[src/rtl/e2r_pkg.sv]
// Shared types and constants for the Euler angle to rotation matrix pipeline.
// No dependencies; the trig, term, rotation and top-level files import this package.
package e2r_pkg;

	localparam int TERMS = 9;

	localparam logic signed [34:0] PI_Q30      = 35'sd3373259426;
	localparam logic signed [34:0] HALF_PI_Q30 = 35'sd1686629713;
	localparam logic [31:0]        ONE_Q30     = 32'd1073741824;

	typedef enum logic [1:0] {
		AX_X    = 2'd0,
		AX_Y    = 2'd1,
		AX_Z    = 2'd2,
		AX_NONE = 2'd3
	} axis_t;

	// Running state of one angle's sine and cosine series.
	typedef struct packed {
		logic [31:0]        t_s;
		logic [31:0]        t_c;
		logic signed [32:0] s_sum;
		logic signed [32:0] c_sum;
		logic [31:0]        x2;
		logic               neg;
		logic               flip;
	} trig_t;

	// Item state in the rotation chain: Q30 sines, cosines and the matrix so far.
	typedef struct packed {
		axis_t [2:0]       slot;
		logic [2:0][31:0]  sn;
		logic [2:0][31:0]  cs;
		logic [8:0][31:0]  m;
	} rot_t;

	function automatic int sin_div(int k);
		return (2 * k) * (2 * k + 1);
	endfunction

	function automatic int cos_div(int k);
		return (2 * k - 1) * (2 * k);
	endfunction

endpackage

[src/rtl/e2r_trig_front.sv]
// Head cell of one trig lane: range reduction to [-pi/2, pi/2] and the square.
// Depends on e2r_pkg.
module e2r_trig_front #(
	parameter int AW = 16
) (
	input  logic                 clk,
	input  logic                 en,
	input  logic signed [AW-1:0] angle,
	output e2r_pkg::trig_t       q
);
	import e2r_pkg::*;

	logic signed [34:0] th, red, mag;
	logic               flip, neg;
	logic [30:0]        x_s1;
	logic               neg_s1, flip_s1;
	logic [62:0]        sq;

	assign th = 35'(angle) <<< (33 - AW);

	always_comb begin
		red  = th;
		flip = 1'b0;
		if (th > HALF_PI_Q30) begin
			red  = th - PI_Q30;
			flip = 1'b1;
		end else if (th < -HALF_PI_Q30) begin
			red  = th + PI_Q30;
			flip = 1'b1;
		end
		neg = red < 0;
		mag = neg ? -red : red;
	end

	always_ff @(posedge clk) begin
		if (en) begin
			x_s1    <= mag[30:0];
			neg_s1  <= neg;
			flip_s1 <= flip;
		end
	end

	assign sq = 63'(x_s1) * 63'(x_s1) + (63'd1 << 29);

	always_ff @(posedge clk) begin
		if (en) begin
			q.t_s   <= {1'b0, x_s1};
			q.t_c   <= ONE_Q30;
			q.s_sum <= $signed({2'b00, x_s1});
			q.c_sum <= $signed({1'b0, ONE_Q30});
			q.x2    <= sq[61:30];
			q.neg   <= neg_s1;
			q.flip  <= flip_s1;
		end
	end

endmodule

[config.mk]
export PLATFORM = sky130hd
export DESIGN_NAME = e2r_trig_front
export DESIGN_NICKNAME = d
export VERILOG_FILES = /design/src/rtl/e2r_pkg.sv /design/src/rtl/e2r_trig_front.sv
export SDC_FILE = /design/constraint.sdc
export NUM_CORES = 1
export LEC_CHECK = 0
export BUFFER_PORTS_ARGS = -buffer_cell sky130_fd_sc_hd__buf_2
export CAP_MARGIN = 25
export CORE_MARGIN = 8
export CORE_UTILIZATION = 65
export CTS_BUF_LIST = sky130_fd_sc_hd__clkbuf_8
export CTS_CLUSTER_SIZE = 14
export DETAILED_ROUTE_END_ITERATION = 16
export GPL_TIMING_DRIVEN = 0
export HOLD_SLACK_MARGIN = 0.15
export PLACE_DENSITY = 0.85
export SYNTH_ARGS = -nofsm -noshare
export SYNTH_HDL_FRONTEND = slang
export SYNTH_SLANG_ARGS = --single-unit
[constraint.sdc]
create_clock -name clk -period 14.1 [get_ports clk]
set_clock_uncertainty 0.2 [all_clocks]
set_input_delay 1.41 -clock clk [delete_from_list [all_inputs] [get_ports clk]]
set_output_delay 1.41 -clock clk [all_outputs]
set_load 0.05 [all_outputs]
After elaboration in Yosys (flattened, before gate mapping). Index checks and enable logic that the tools add are counted.

Register bits after elaboration: 98. Input bits: 18. Output and inout bits: 164. Word-level logic and storage cells: 19.

Add/subtract/negate cells: 4. $mul: 1. Order comparisons: 3. Muxes and demuxes: 4.

Operators by type and width (number): 35-bit two-way mux (2); 62-bit by 30-bit adder with 62-bit output (second input constant) (1); 31-bit by 31-bit multiplier with 62-bit output (1); 35-bit by 1-bit < comparator with 1-bit output (second input constant) (1); 33-bit by 33-bit adder with 34-bit output (second input constant) (1); 33-bit by 33-bit subtractor with 34-bit output (second input constant) (1); 33-bit by 32-bit > comparator with 1-bit output (second input constant) (1); 33-bit by 32-bit < comparator with 1-bit output (second input constant) (1); 31-bit two-way mux (1); 31-bit negation (1); 1-bit two-way mux (1).

Longest topological paths before layout.
Depth in word-level cells: 5. Mapped depth: 29.

Least setup slack after synthesis. No wires, ideal clock.

Path kind: register -> register. From: reg x_s1[16]. To: reg q[13] in the netlist's numbering, data pin. Setup time: 260 ps. Arrival time: 9063 ps. Path slack: 4577 ps. Stages on the path, launching flop included: 25. Cells stage by stage: edfxtp_1 -> ha_1 -> clkbuf_1 -> inv_1 -> fa_1 -> inv_1 -> fa_1 -> fa_1 -> inv_1 -> fa_1 -> inv_1 -> fa_1 -> fa_1 -> fa_1 -> inv_1 -> fa_1 -> inv_1 -> ha_1 -> a21o_1 -> a2111oi_0 -> o21ai_1 -> o31a_1 -> or3_4 -> a41oi_2 -> xnor2_1.

Longest elaborated chain between the ends: 2.

Ends and longest elaborated chain: start, declared (line e2r_trig_front.sv:15) `logic [30:0] x_s1;`; start signal, assigned (line e2r_trig_front.sv:37) `x_s1 <= mag[30:0];`; 31-bit by 31-bit multiplier with 62-bit output (line e2r_trig_front.sv:43) `assign sq = 63'(x_s1) * 63'(x_s1) + (63'd1 << 29);`; 62-bit by 30-bit adder with 62-bit output (line e2r_trig_front.sv:43); net sq[41] (line e2r_trig_front.sv:17) `logic [62:0] sq;`; end, declared (line e2r_trig_front.sv:9) `output e2r_pkg::trig_t q`.

The timed path passes the listed nets, and every way through them passes these cells. A chain may end at the register's enable or synchronous reset.

Worst setup path after layout.
From: reg x_s1[16]. To: reg q[25] in the netlist's numbering, data pin.

Same word-level chain as after synthesis.

==> impl_metrics.toml <==
[logic_synthesis]
seq_area_frac_synth_pct = 7.71
netlist_area_um2 = 27300
yosys-top-cells-area = "fa_1, ha_1, inv_1, edfxtp_1, buf_4"
yosysTopAreaCell = "fa_1"
ys.flop_type = "edfxtp_1"
synth.distinct_cells = 75
netlist_top_cells_count = "inv_1, fa_1, ha_1"
synthArstFlopShare_pct = 0
synth-edff-count = 70
syn-mean-instance-area_um2 = 10.3
synth_most_common_cell = "inv_1"
yosysTopAreaCellShare_pct = 47.1
yosys_warnings = 0
syn-instance-count = 2654
ys_ff_latch = 70

[global_route]
antenna_found_initial = 0
grt_pass1_wl_mm = 113
grt_max_degree = 71
grt_pass1_vias = 21400
grt_usage_pct = 30.5
grt_overflow_total = 0

[clock_tree]
cts_setup_buffers = 0
htree_levels = 3
cts_hold_buffers = 0
cts_tree = "built"
clk_pin_slew_ps = 80
root_buffer = "clkbuf_8"
cts_inserted_buffers = 9
cts_resized = 0
cts_num_sinks = 70
clk_latency_ps = 390
cts_buffer_depth = 2

[floorplanning]
ios = 182
die-area_um2 = 48700
dieHeight_um = 221
start_util_pct = 65.4
die_x_um = 221
num_rows = 75
core_area_um2 = 41700

[detailed_routing]
vias = 18400
wl_per_cell_um = 20.4
wirelength_mm = 69.3
ant_nets = 0
drt_iter0_markers = 1062
first_pass_iters = 5
drc_errors = 0
viasPerCell = 5.41

[setup_path]
worstRegToRegCells = 26
crit_arrival_ps = 11060
crit_type = "reg -> reg"
r2r_setup_slack_ps = 3090
startpoint_type = "register"
critPathSlowestCell = "edfxtp_1"
crit_top_cell = "fa_1"
worstPathRequired_ps = 14150
crit_fanout = 15
slowest_delay_ps = 970
worst_setup_path_end_kind = "register"

[cells_and_area]
area_growth_pct = 6.69
fin_nets = 3854
drive_above_1_share_pct = 9.96
fin_util_pct = 69.8

[sta]
fin_tns_setup_ps = 0
fin_crit_ps = 11010
setup_viol = 0
hold_slack_ps = 229
rsz0062_at_grt = "no"
drv_slew = 0
fin_crit_sh_pct = 78.1
setup_ws_ps = 3090
hold_violations = 0
fmax_mhz = 90.8
slew_headroom_pct = 34.4
worstMarginPinSlew_ps = 984

[status]
outcome = "completed"

[hold_path]
worstHoldPathCells = 0
min_path_type = "reg -> reg"

[place]
place_congestion = 1.01
dpl_worst_slack_ps = 3330
numPortBuffers = 105
dp_hpwl_mm = 61.0

[flow_run]
maxCapViolCount = 0
==> kinds of logic (layout without fill, tap and decap cells) <==
| logic type | Yosys count | count (layout) | synth area share [%] |
|---|---|---|---|
| AO/OA/AOI/OAI | 205 | 205 | 5.24 |
| flip-flops | 70 | 70 | 7.71 |
| XOR/XNOR | 77 | 77 | 2.50 |
| adder cells (fa/ha/maj) | 989 | 989 | 63.1 |
| other | 2 | 72 | 0.0276 |
| AND/OR/NAND/NOR | 335 | 335 | 6.28 |
| buffers and inverters | 974 | 1103 | 15.1 |
| multiplexers | 2 | 2 | 0.0780 |
==> cell type report <==
class | instances | area [µm²]
well taps | 539 | 674
flip-flops and latches | 70 | 2100
clock inverters | 7 | 66.3
multi-input cells | 1679 | 21300
repair buffers | 113 | 694
plain buffers | 167 | 1080
inverters | 807 | 3030
clock buffers | 9 | 124
fillers | 3098 | 12600
diodes | 1 | 2.50
==> placed cells by master, fill, tap and decap left out, types with 6 or more instances in the layout <==
cell type and n:
a21oi_1 64, a22oi_1 6, nor2_1 60, nand4_1 14
buf_2 110, inv_1 806, o21ai_0 21, xnor2_1 51
o21bai_1 15, nand3_1 12, ha_1 347, edfxtp_1 70
clkbuf_1 43, o21a_1 6, xor2_1 25, and3_1 9
conb_1 71, nor3_1 6, nand2b_1 10, nor2b_1 8
or2_2 10, a31oi_1 11, a21o_1 29, and2_1 80
fa_1 641, nand2_1 102, buf_4 115, clkbuf_8 9
==> sequential cells by signal (all words and copies together), names as in the netlist <==
name / count
flip_s1: 1
neg_s1: 1
q: 51
x_s1: 17
==> final timing paths <==
kind / from / end
max: x_s1[16] / q[25]
max reg2reg: x_s1[16] / q[25]
min: neg_s1 / q[1]
min reg2reg: neg_s1 / q[1]
==> through the flow <==
stage / std cells / area [µm²]
finish: 3392 / 29100
global route: 3391 / 29100
CTS: 3389 / 29000
detailed placement: 3373 / 28800
global placement: 3367 / 28700
floorplan: 2723 / 27500
==> worst max-delay path: cells and delay by family, from the launching register on <==
family	cells	cell delay, ps
buf+inv	8	2050
flops	1	970
fa+ha+maj	9	4450
simple gates	3	890
compound gates	6	2280
==> routing by layer <==
layer,track usage (%),wire (µm),up-vias
met5,0,0,-
met4,15.0,3930,0
met3,5.92,4770,212
met2,54.1,35800,753
met1,35.2,24800,9289
li1,-,-,8102
Power is left out: the tool's default activity adds up to more than one toggle a clock period on the data nets, which glitch-free logic cannot reach.
